### src/hw/rtl/chte_pkg.sv
// Shared constants, types and helpers for the chained hash table engine.
package chte_pkg;

    localparam int BUCKETS     = 16;
    localparam int CHAIN_DEPTH = 8;
    localparam int SLOTS       = BUCKETS * CHAIN_DEPTH;

    localparam int ACTION_W     = 2;
    localparam int KEY_W        = 31;
    localparam int VALUE_W      = 32;
    localparam int STATUS_W     = 2;
    localparam int BUCKET_OUT_W = 4;
    localparam int POS_OUT_W    = 3;

    localparam int BUCKET_W = (BUCKETS > 1) ? $clog2(BUCKETS) : 1;
    localparam int IDX_W    = (CHAIN_DEPTH > 1) ? $clog2(CHAIN_DEPTH) : 1;
    localparam int LEN_W    = $clog2(CHAIN_DEPTH + 1);
    localparam int ADDR_W   = (SLOTS > 1) ? $clog2(SLOTS) : 1;

    typedef enum logic [ACTION_W-1:0] {
        ACT_INSERT = 2'd0,
        ACT_SEARCH = 2'd1,
        ACT_DELETE = 2'd2
    } t_action;

    typedef enum logic [STATUS_W-1:0] {
        ST_OK   = 2'd0,
        ST_MISS = 2'd1,
        ST_FULL = 2'd2
    } t_status;

    typedef struct packed {
        logic [KEY_W-1:0]   key;
        logic [VALUE_W-1:0] value;
    } t_slot;

    typedef struct packed {
        logic              we;
        logic [ADDR_W-1:0] waddr;
        t_slot             wdata;
        logic [ADDR_W-1:0] raddr;
    } t_ram_req;

    // BUCKETS is a power of two, so this reduces to the low key bits.
    function automatic logic [BUCKET_W-1:0] bucket_of(input logic [KEY_W-1:0] key);
        return BUCKET_W'(key % BUCKETS);
    endfunction

    function automatic logic [ADDR_W-1:0] slot_addr(input logic [BUCKET_W-1:0] bucket,
                                                    input logic [IDX_W-1:0]    idx);
        return ADDR_W'(bucket) * ADDR_W'(CHAIN_DEPTH) + ADDR_W'(idx);
    endfunction

endpackage

### src/hw/rtl/chte_in_if.sv
// Request channel: action, key and value with a valid/ready handshake.
interface chte_in_if import chte_pkg::*; ();
    logic                       valid;
    logic                       ready;
    logic [ACTION_W-1:0]        action;
    logic [KEY_W-1:0]           key;
    logic signed [VALUE_W-1:0]  value;

    modport source (output valid, action, key, value, input ready);
    modport sink   (input valid, action, key, value, output ready);
endinterface

### src/hw/rtl/chte_out_if.sv
// Response channel: status, bucket, chain position and value with valid/ready.
interface chte_out_if import chte_pkg::*; ();
    logic                       valid;
    logic                       ready;
    logic [STATUS_W-1:0]        status;
    logic [BUCKET_OUT_W-1:0]    bucket_number;
    logic [POS_OUT_W-1:0]       chain_position;
    logic signed [VALUE_W-1:0]  found_value;

    modport source (output valid, status, bucket_number, chain_position, found_value,
                    input ready);
    modport sink   (input valid, status, bucket_number, chain_position, found_value,
                    output ready);
endinterface

### src/hw/rtl/chte_ctrl.sv
// Sequencer: chain walk, update, delete compaction, chain lengths and result register.
module chte_ctrl import chte_pkg::*; (
    input  logic        i_clk,
    input  logic        i_rst_n,
    chte_in_if.sink     i_in,
    chte_out_if.source  o_out,
    output t_ram_req    o_ram_req,
    input  t_slot       i_ram_rdata
);
    typedef enum logic [4:0] {
        S_IDLE  = 5'b00001,
        S_SCAN  = 5'b00010,
        S_ACT   = 5'b00100,
        S_SHIFT = 5'b01000,
        S_DONE  = 5'b10000
    } t_state;

    t_state                 r_state, n_state;
    logic [LEN_W-1:0]       r_len_tab [BUCKETS];
    logic                   len_we;
    logic [LEN_W-1:0]       len_wdata;

    logic [ACTION_W-1:0]    r_action, n_action;
    logic [KEY_W-1:0]       r_key, n_key;
    logic [VALUE_W-1:0]     r_value, n_value;
    logic [BUCKET_W-1:0]    r_bucket, n_bucket;
    logic [LEN_W-1:0]       r_len, n_len;
    logic [IDX_W-1:0]       r_idx, n_idx;
    logic                   r_hit, n_hit;
    logic [VALUE_W-1:0]     r_found, n_found;
    t_status                r_status, n_status;
    logic [IDX_W-1:0]       r_pos, n_pos;

    logic                   r_out_valid, n_out_valid;
    logic                   out_load;
    logic [BUCKET_W-1:0]    in_bucket;

    assign in_bucket = bucket_of(i_in.key);
    assign i_in.ready = (r_state == S_IDLE);

    always_comb begin
        n_state     = r_state;
        n_action    = r_action;
        n_key       = r_key;
        n_value     = r_value;
        n_bucket    = r_bucket;
        n_len       = r_len;
        n_idx       = r_idx;
        n_hit       = r_hit;
        n_found     = r_found;
        n_status    = r_status;
        n_pos       = r_pos;
        len_we      = 1'b0;
        len_wdata   = r_len;
        out_load    = 1'b0;
        o_ram_req.we    = 1'b0;
        o_ram_req.waddr = slot_addr(r_bucket, r_idx);
        o_ram_req.wdata = i_ram_rdata;
        o_ram_req.raddr = slot_addr(in_bucket, '0);

        unique case (r_state)
            S_IDLE: begin
                if (i_in.valid) begin
                    n_action = i_in.action;
                    n_key    = i_in.key;
                    n_value  = i_in.value;
                    n_bucket = in_bucket;
                    n_len    = r_len_tab[in_bucket];
                    n_idx    = '0;
                    n_hit    = 1'b0;
                    n_state  = (r_len_tab[in_bucket] != '0) ? S_SCAN : S_ACT;
                end
            end
            S_SCAN: begin
                // Read data belongs to slot r_idx; the next slot is fetched in parallel.
                if (i_ram_rdata.key == r_key) begin
                    n_hit   = 1'b1;
                    n_found = i_ram_rdata.value;
                    n_state = S_ACT;
                end else if ((LEN_W'(r_idx) + 1'b1) == r_len) begin
                    n_state = S_ACT;
                end else begin
                    n_idx           = r_idx + 1'b1;
                    o_ram_req.raddr = slot_addr(r_bucket, r_idx + 1'b1);
                end
            end
            S_ACT: begin
                n_status = ST_MISS;
                n_pos    = '0;
                n_found  = '0;
                n_state  = S_DONE;
                unique case (r_action)
                    ACT_INSERT: begin
                        o_ram_req.wdata = '{key: r_key, value: r_value};
                        if (r_hit) begin
                            o_ram_req.we = 1'b1;
                            n_status     = ST_OK;
                            n_pos        = r_idx;
                        end else if (r_len < LEN_W'(CHAIN_DEPTH)) begin
                            o_ram_req.we    = 1'b1;
                            o_ram_req.waddr = slot_addr(r_bucket, IDX_W'(r_len));
                            len_we          = 1'b1;
                            len_wdata       = r_len + 1'b1;
                            n_status        = ST_OK;
                            n_pos           = IDX_W'(r_len);
                        end else begin
                            n_status = ST_FULL;
                        end
                    end
                    ACT_SEARCH: begin
                        if (r_hit) begin
                            n_status = ST_OK;
                            n_pos    = r_idx;
                            n_found  = r_found;
                        end
                    end
                    ACT_DELETE: begin
                        if (r_hit) begin
                            n_status  = ST_OK;
                            n_pos     = r_idx;
                            len_we    = 1'b1;
                            len_wdata = r_len - 1'b1;
                            // Later entries move down one slot to keep chain order.
                            if ((LEN_W'(r_idx) + 1'b1) < r_len) begin
                                o_ram_req.raddr = slot_addr(r_bucket, r_idx + 1'b1);
                                n_state         = S_SHIFT;
                            end
                        end
                    end
                    default: begin
                        n_status = ST_MISS;
                    end
                endcase
            end
            S_SHIFT: begin
                o_ram_req.we    = 1'b1;
                o_ram_req.wdata = i_ram_rdata;
                if (((LEN_W + 1)'(r_idx) + 2'd2) < (LEN_W + 1)'(r_len)) begin
                    n_idx           = r_idx + 1'b1;
                    o_ram_req.raddr = slot_addr(r_bucket, r_idx + 1'b1 + 1'b1);
                end else begin
                    n_state = S_DONE;
                end
            end
            S_DONE: begin
                if (!r_out_valid || o_out.ready) begin
                    out_load = 1'b1;
                    n_state  = S_IDLE;
                end
            end
            default: begin
                n_state = S_IDLE;
            end
        endcase
    end

    always_comb begin
        n_out_valid = r_out_valid;
        if (out_load) begin
            n_out_valid = 1'b1;
        end else if (o_out.ready) begin
            n_out_valid = 1'b0;
        end
    end

    always_ff @(posedge i_clk) begin
        if (!i_rst_n) begin
            r_state     <= S_IDLE;
            r_out_valid <= 1'b0;
            for (int b = 0; b < BUCKETS; b++) begin
                r_len_tab[b] <= '0;
            end
        end else begin
            r_state     <= n_state;
            r_out_valid <= n_out_valid;
            if (len_we) begin
                r_len_tab[r_bucket] <= len_wdata;
            end
        end
    end

    always_ff @(posedge i_clk) begin
        r_action <= n_action;
        r_key    <= n_key;
        r_value  <= n_value;
        r_bucket <= n_bucket;
        r_len    <= n_len;
        r_idx    <= n_idx;
        r_hit    <= n_hit;
        r_found  <= n_found;
        r_status <= n_status;
        r_pos    <= n_pos;
        if (out_load) begin
            o_out.status         <= r_status;
            o_out.bucket_number  <= BUCKET_OUT_W'(r_bucket);
            o_out.chain_position <= POS_OUT_W'(r_pos);
            o_out.found_value    <= r_found;
        end
    end

    assign o_out.valid = r_out_valid;
endmodule

### src/flat_wrapper.sv
// flat-port wrapper written by rule: the top's interface ports become plain ports
module chte_ctrl_flat import chte_pkg::*;
  (i_clk, i_rst_n, o_ram_req, i_ram_rdata, i_in_valid, i_in_action, i_in_key, i_in_value, i_in_ready, o_out_valid, o_out_status, o_out_bucket_number, o_out_chain_position, o_out_found_value, o_out_ready);
  chte_in_if i_in_i ();
  chte_out_if o_out_i ();
  input  logic i_clk;
  input  logic i_rst_n;
  output t_ram_req o_ram_req;
  input  t_slot i_ram_rdata;
  input wire logic [$bits(i_in_i.valid)-1:0] i_in_valid;
  input wire logic [$bits(i_in_i.action)-1:0] i_in_action;
  input wire logic [$bits(i_in_i.key)-1:0] i_in_key;
  input wire logic [$bits(i_in_i.value)-1:0] i_in_value;
  output wire logic [$bits(i_in_i.ready)-1:0] i_in_ready;
  output wire logic [$bits(o_out_i.valid)-1:0] o_out_valid;
  output wire logic [$bits(o_out_i.status)-1:0] o_out_status;
  output wire logic [$bits(o_out_i.bucket_number)-1:0] o_out_bucket_number;
  output wire logic [$bits(o_out_i.chain_position)-1:0] o_out_chain_position;
  output wire logic [$bits(o_out_i.found_value)-1:0] o_out_found_value;
  input wire logic [$bits(o_out_i.ready)-1:0] o_out_ready;
  assign i_in_i.valid = i_in_valid;
  assign i_in_i.action = i_in_action;
  assign i_in_i.key = i_in_key;
  assign i_in_i.value = i_in_value;
  assign i_in_ready = i_in_i.ready;
  assign o_out_valid = o_out_i.valid;
  assign o_out_status = o_out_i.status;
  assign o_out_bucket_number = o_out_i.bucket_number;
  assign o_out_chain_position = o_out_i.chain_position;
  assign o_out_found_value = o_out_i.found_value;
  assign o_out_i.ready = o_out_ready;
  chte_ctrl u_core (.i_clk(i_clk), .i_rst_n(i_rst_n), .i_in(i_in_i), .o_out(o_out_i), .o_ram_req(o_ram_req), .i_ram_rdata(i_ram_rdata));
endmodule
### config.mk
export PLATFORM = sky130hd
export DESIGN_NAME = chte_ctrl_flat
export DESIGN_NICKNAME = d
export VERILOG_FILES = /design/src/hw/rtl/chte_pkg.sv /design/src/hw/rtl/chte_in_if.sv /design/src/hw/rtl/chte_out_if.sv /design/src/hw/rtl/chte_ctrl.sv /design/src/flat_wrapper.sv
export SDC_FILE = /design/constraint.sdc
export NUM_CORES = 1
export LEC_CHECK = 0
export ABC_CLOCK_PERIOD_IN_PS = 13310
export BUFFER_PORTS_ARGS = -buffer_cell sky130_fd_sc_hd__buf_2
export CORE_MARGIN = 2
export CORE_UTILIZATION = 58
export DETAILED_ROUTE_END_ITERATION = 8
export GPL_TIMING_DRIVEN = 0
export HOLD_SLACK_MARGIN = 0.1
export PLACE_DENSITY = 0.93
export SYNTH_ARGS = -nofsm -noshare
export SYNTH_HDL_FRONTEND = slang
export SYNTH_SLANG_ARGS = --single-unit
### constraint.sdc
create_clock -name i_clk -period 13.31 [get_ports i_clk]
set_clock_uncertainty 0.05 [all_clocks]
set_input_delay 2.662 -clock i_clk [delete_from_list [all_inputs] [get_ports i_clk]]
set_output_delay 2.662 -clock i_clk [all_outputs]
set_load 0.01 [all_outputs]
Word level (Yosys, flattened, before mapping)
Memory sizes are Yosys's and may differ from the RTL's.
Index checks and enable logic that the tools add are counted.

word-level totals
  register bits = 161
  RAM bits = 64
  input bits = 132
  word-level logic and storage cells = 128
  memories kept = 1

memories
  name              depth  width  read ports  clocked after memory_dff  wr ports  RTL line         text
  u_core.r_len_tab  16     4      1           0                         16        chte_ctrl.sv:19  logic [LEN_W-1:0] r_len_tab [BUCKETS];

cells by class
  add/subtract/negate cells = 10
  order comparisons = 3
  equality and inequality tests = 18
  mux-type cells = 65
  reductions and logical operators = 15

operators by type and width
  operator               number
  $mux W32               3
  $mux W71               1
  $pmux W32 S2           1
  $mux W63               1
  $mux W7                8
  $mux W5                8
  $eq A31 B31 Y1         1
  $add A7 B3 Y7          4
  $pmux W5 S5            1
  $mux W3                8
  $mux W4                6
  $pmux W7 S3            1
  $mux W1                17
  $pmux W3 S3            1
  $mux W8                1
  $ne A2 B2 Y1 const B   4
  $pmux W4 S2            1
  $add A3 B1 Y3 const B  2
  $ne A2 B1 Y1 const B   3
  $pmux W1 S2            3
  $pmux W3 S2            1
  $reduce_and A3 Y1      2
  $reduce_bool A2 Y1     3
  $eq A5 B1 Y1 const B   1
  28 further kinds       29

Depth between registers and ports, before layout
Gate-level depths: netlist of the first run.

  word-level depth = 10
  gate-level depth with buffers = 10
  depth with buffers taken out = 10

Worst setup path after synthesis of the first run
Ideal clock, no wire load.

  kind = input to output
  start = input i_ram_rdata[49] in the netlist's numbering
  end = output o_ram_req[3] in the netlist's numbering
  arrival = 4.097 ns
  path slack = 6.501 ns
  stages on the path = 6
  buffers on the path = 0
  path through = xnor2_1 -> nand4_1 -> nor4_1 -> a21oi_1 -> o21ai_1 -> mux2i_1

RTL lines
  item                RTL line           text
  start: declaration  flat_wrapper.sv:9  input t_slot i_ram_rdata;
  end: declaration    flat_wrapper.sv:8  output t_ram_req o_ram_req;

==> results.py, run 1 <==
metrics = {
    "status": {
        "status": "finished clean",
    },
    "grt": {
        "grt_usage_pct": 28.7,
        "grt_pass1_vias": 7304,
        "grt_overflow": 0,
        "grt_max_degree": 71,
        "antenna_found_initial": 1,
        "grt_pass1_wl_um": 39600,
    },
    "synth": {
        "yosys_warnings": 0,
        "ys.flop_type": "edfxtp_1",
        "synth_cell_types": 53,
        "synth_top_area_share_pct": 64.5,
        "avgSynthCellArea_um2": 14.5,
        "synth-edff-count": 215,
        "ys_async_sr_fraction_pct": 0,
        "synth_area_um2": 10000,
        "netlist_instances": 692,
        "ys_ff_latch": 221,
        "seq_area_frac_synth_pct": 65.7,
        "synth_fp_nets": 842,
        "synth_area_leaders": "edfxtp_1 65%, mux2_2 7.0%, mux4_1 3.7%",
        "synth_top_area_cell": "edfxtp_1",
    },
    "drt": {
        "first_pass_iters": 5,
        "wl_per_cell_um": 21.6,
        "drtIter0Drc": 613,
        "via_count": 7056,
        "wl_um": 26100,
        "route.detailed.drc": 0,
        "ant_nets": 0,
        "routed_via_density": 5.83,
    },
    "floorplan": {
        "die_h_um": 135,
        "die_w_um": 135,
        "dieArea_um2": 18300,
        "start_util_pct": 58.7,
        "coreArea_um2": 17100,
        "rows": 48,
        "io-pin-count": 253,
    },
    "critical_path": {
        "endpoint_kind": "output port",
        "arrival_ps": 4940,
        "path_class": "in2out",
        "crit_fanout": 4,
        "startpoint_type": "input pin",
        "critPathRequiredTime_ps": 10600,
        "rrSetupSlack_ps": 9830,
    },
    "timing": {
        "hold_viol": 0,
        "min_period_ps": 7650,
        "worst_slew_pin_slew_ps": 1160,
        "slew_headroom_pct": 21.0,
        "setup_viol": 0,
        "fin_setup_tns_ps": 0,
        "fin_crit_sh_pct": 57.5,
        "max_freq_mhz": 131,
        "slew_violations": 0,
        "finalWorstSetupSlack_ps": 5660,
        "rsz0062_at_grt": "false",
    },
    "clock_network": {
        "clkTransAtPathRegs_ps": 60,
        "clock-root-buffer": "clkbuf_16",
        "cts_max_path_buffers": 3,
        "cts_setup_buffers": 0,
        "tritoncts": "built",
        "hold_buffers": 0,
        "post_cts_resized": 0,
        "cts_buffers": 23,
        "insertion_delay_ps": 530,
        "cts.sinks": 221,
        "htreeDepth": 1,
    },
    "placed_design": {
        "place_area_um2": 11600,
        "gp_congestion": 0.910,
        "hpwl_um": 18600,
        "numPortBuffers": 252,
        "pre_cts_slack_ps": 5720,
    },
    "power_and_ir_drop": {
        "power.leakage_nw": 4.93,
        "power.density_nw_per_um2": 138,
        "ir_drop_mv": 0.123,
    },
    "final_layout": {
        "design_area_um2": 12300,
        "final_nets": 1120,
        "syn2layout_area_growth_pct": 23.1,
        "final_layout_size_suffix_gt1_share_pct": 39.1,
    },
    "min_path": {
        "worstHoldPathType": "reg2reg",
    },
    "job": {
        "cap_violations": 0,
    },
}
where the power goes:
| group | switching (mW) | internal, mW | total (mW) |
|---|---|---|---|
| combinational | 0.146 | 0.0922 | 0.238 |
| sequential | 0.0281 | 0.814 | 0.842 |
| clock | 0.262 | 0.358 | 0.620 |
| total | 0.436 | 1.26 | 1.70 |
metal layers:
metal / vias up / GRT usage, % / part of all wire [%]
met4: 0 / 13.9 / 4.9
met2: 480 / 52.7 / 52
met1: 3349 / 31.4 / 33
met3: 107 / 6.66 / 9.8
li1: 3120 / - / -
met5: - / 0 / 0
worst max-delay path: stages:
cell and delay [ps]:
buf_2 110, xnor2_1 160, nand4_1 140, nor4_1 670
a21oi_1 190, o21ai_1 490, mux2i_1 330, buf_2 190
placed cells by master (no fill, tap or decap), drive strengths merged, types with 6 or more instances in the layout:
cell type  count
clkbuf        41
and2          36
nand2         57
mux2i          6
ha            18
nand3         17
nor3           8
o21ai         14
nor2b          6
xnor2         32
nand4          9
inv           21
a22oi          6
clkinv         8
mux2          62
dfxtp          6
edfxtp       215
mux4          16
buf          271
nor2          82
a21oi          9
path summary, 6_finish.rpt:
path	cells after the start	from	end
worst max-delay path	8	i_ram_rdata[59]	o_ram_req[4]
worst min-delay path	0	u_core.r_found[8]$_SDFFCE_PN0P_	u_core.o_out.found_value[8]$_DFFE_PP_
worst max register to register	9	u_core.r_idx[0]$_SDFFCE_PN0P_	u_core.r_idx[0]$_SDFFCE_PN0P_
worst min register to register	0	u_core.r_found[8]$_SDFFCE_PN0P_	u_core.o_out.found_value[8]$_DFFE_PP_
synth_stat cells, drive strengths merged, types with 16 or more instances:
library cell  instances
edfxtp              215
nor2                 82
mux2                 62
nand2                57
and2                 36
xnor2                32
inv                  20
buf                  18
ha                   18
nand3                17
mux4                 16
sequential cells by signal (all words and copies together) (netlist names), 3 cells and up:
signal / cells
u_core.r_pos: 3
u_core.r_bucket: 3
u_core.o_out.found_value: 32
u_core.r_value: 32
u_core.r_found: 32
u_core.r_len_tab: 64
u_core.o_out.bucket_number: 4
u_core.o_out.chain_position: 3
u_core.r_idx: 3
u_core.r_len: 4
u_core.r_key: 28
u_core.r_state: 5
logic make-up after synthesis:
family | count (synthesis) | share of synthesized area (%)
and+or+nand+nor | 235 | 11.4
DFF | 221 | 65.7
muxes | 84 | 11.7
buffers and inverters | 52 | 2.75
AOI/OAI and AO/OA | 50 | 3.35
xor gates and xnor gates | 32 | 2.80
adders and majority gates | 18 | 2.25
through the flow:
stage	hold slack [ps]	std cells	power, mW	utilization, %
floorplan	350	692	0.988	-
global placement	350	1169	1.07	67.7
detailed placement	355	1170	1.08	67.9
CTS	363	1209	1.70	72.2
global route	371	1210	1.76	72.2
finish	359	1210	1.70	72.2
area by class of cell:
| class | instances | area, um^2 |
|---|---|---|
| antenna | 1 | 2.50 |
| fill | 1051 | 4740 |
| clock inverter | 12 | 130 |
| buffer | 32 | 200 |
| multi-input combinational | 419 | 3170 |
| sequential | 221 | 6580 |
| clock buffer | 27 | 591 |
| timing repair buffer | 253 | 1280 |
| inverter | 20 | 77.6 |
| tap | 225 | 282 |
Power figures use the tool's default switching activity.
==> run 2, diff against run 1 <==
ABC_CLOCK_PERIOD_IN_PS = 7000   (was 13310)
CORE_UTILIZATION = 48   (was 58)
PLACE_DENSITY = 0.83   (was 0.93)
clock period = 7 ns   (was 13.31 ns; I/O delays follow)
==> results.py, run 2 (same netlist as run 1, synthesis figures left out) <==
metrics = {
    "clock_network": {
        "tritoncts": "built",
        "htreeDepth": 1,
        "post_cts_resized": 0,
        "clkTransAtPathRegs_ps": 60,
        "cts.sinks": 221,
        "hold_buffers": 0,
        "cts_max_path_buffers": 3,
        "insertion_delay_ps": 510,
        "cts_setup_buffers": 0,
        "cts_buffers": 24,
        "clock-root-buffer": "clkbuf_16",
    },
    "critical_path": {
        "worst-path-buf-inv": 2,
        "reg2reg_depth": 9,
        "crit_family": "compound AO/OA/AOI/OAI gates",
        "critPathRequiredTime_ps": 5550,
        "path_class": "reg2out",
        "startpoint_type": "flop",
        "cp_common_cell": "ha_1",
        "crit_slowest_cell": "a2111oi_0",
        "crit_fanout": 8,
        "endpoint_kind": "output port",
        "worstPathCellList": "ha_1 > xnor2_1 > inv_1 > ha_1 > a21o_1 > a2111oi_0 > nand2_1 > a21oi_1 > o21ai_1 > mux2i_1 > buf_2",
        "crit_cells": 11,
        "arrival_ps": 4110,
        "cp_slowest_stage_delay_ps": 840,
    },
    "placed_design": {
        "gp_congestion": 0.881,
        "place_area_um2": 11700,
        "numPortBuffers": 252,
        "pre_cts_slack_ps": 1870,
        "placed_cells": 1217,
        "hpwl_um": 18600,
    },
    "final_layout": {
        "utilization_pct": 61.1,
        "final_nets": 1123,
        "mostFrequentLayoutCells": "263 x buf_2, 215 x edfxtp_1, 82 x nor2_1",
        "largest_register_ffs": 64,
        "fillers": 1562,
        "final_common_cell": "buf_2",
        "final_layout_size_suffix_gt1_share_pct": 38.9,
        "syn2layout_area_growth_pct": 24.5,
        "finalNonFillerCells": 1262,
        "design_area_um2": 12500,
        "regMostFlops": "u_core.r_len_tab",
    },
    "power_and_ir_drop": {
        "power.leakage_nw": 4.97,
        "ir_drop_mv": 0.134,
        "p_total_mw": 3.25,
        "seqPwrFrac_pct": 49.1,
        "power.density_nw_per_um2": 261,
        "p_int_mw": 2.45,
        "switching_power_uw": 802,
        "combPwrFrac_pct": 13.7,
        "p_sw_share_pct": 24.7,
        "p_clk_share_pct": 37.2,
    },
    "timing": {
        "max_freq_mhz": 180,
        "hold_viol": 0,
        "fin_setup_tns_ps": 0,
        "setup_viol": 0,
        "slew_headroom_pct": 28.0,
        "slew_violations": 0,
        "worst_slew_pin_slew_ps": 1050,
        "rsz0062_at_grt": "false",
        "min_period_ps": 5560,
        "fin_crit_sh_pct": 79.4,
        "holdWs_ps": 367,
        "finalWorstSetupSlack_ps": 1440,
    },
    "grt": {
        "grt_usage_pct": 21.8,
        "grt_pass1_vias": 6791,
        "grt_max_degree": 51,
        "grt_pass1_wl_um": 36700,
        "antenna_found_initial": 1,
        "grt_overflow": 0,
    },
    "floorplan": {
        "dieArea_um2": 22000,
        "die_h_um": 148,
        "start_util_pct": 49.1,
        "io-pin-count": 253,
        "rows": 52,
        "coreArea_um2": 20400,
        "die_w_um": 148,
    },
    "min_path": {
        "holdPathStages": 0,
        "worstHoldPathType": "reg2reg",
    },
    "job": {
        "cap_violations": 0,
    },
    "drt": {
        "ant_nets": 0,
        "drtIter0Drc": 447,
        "wl_um": 24600,
        "routed_via_density": 5.41,
        "route.detailed.drc": 0,
        "via_count": 6833,
        "wl_per_cell_um": 19.5,
        "first_pass_iters": 5,
    },
    "status": {
        "status": "finished clean",
    },
}
## run 2: final timing paths
check | startpoint | end | slack (ps)
setup / recovery | u_core.r_idx[0]$_SDFFCE_PN0P_ | o_ram_req[3] | 1440
hold / removal | u_core.r_found[14]$_SDFFCE_PN0P_ | u_core.o_out.found_value[14]$_DFFE_PP_ | 370
setup reg to reg | u_core.r_idx[0]$_SDFFCE_PN0P_ | u_core.r_idx[1]$_SDFFCE_PN0P_ | 3690
hold reg to reg | u_core.r_found[14]$_SDFFCE_PN0P_ | u_core.o_out.found_value[14]$_DFFE_PP_ | 370
## run 2: routing by layer
layer	vias up	routed length [um]	global-route usage [%]
met2	354	12500	39.8
met3	48	2100	4.42
met5	-	0	0
li1	3129	-	-
met1	3302	9410	26.4
met4	0	588	5.57
## run 2: cell type report
class | count | area [um^2] | share of cell area (%)
clock inverter | 12 | 106 | 0.854
tap | 270 | 338 | 2.71
multi-input combinational | 419 | 3170 | 25.5
timing repair buffer | 255 | 1330 | 10.7
antenna | 2 | 5.00 | 0.0402
buffer | 32 | 200 | 1.61
inverter | 20 | 77.6 | 0.623
sequential | 221 | 6580 | 52.8
clock buffer | 31 | 648 | 5.21
## run 2: worst reg2reg max path: stages (launching register included)
cell and delay (ps):
edfxtp_1 520, ha_1 270, xnor2_1 340, inv_1 90, ha_1 340, nand3_1 90
nor2_1 60, a21oi_1 180, nor2_1 100, a2111oi_0 900
## run 2: power by group through the flow
stage          sequential (mW)  combinational (mW)  clock [mW]
2_1_floorplan             1.61               0.270           0
3_3_place_gp              1.63               0.418           0
3_5_place_dp              1.62               0.443           0
4_1_cts                   1.60               0.446        1.23
5_1_grt                   1.60               0.488        1.28
6_report                  1.60               0.444        1.21
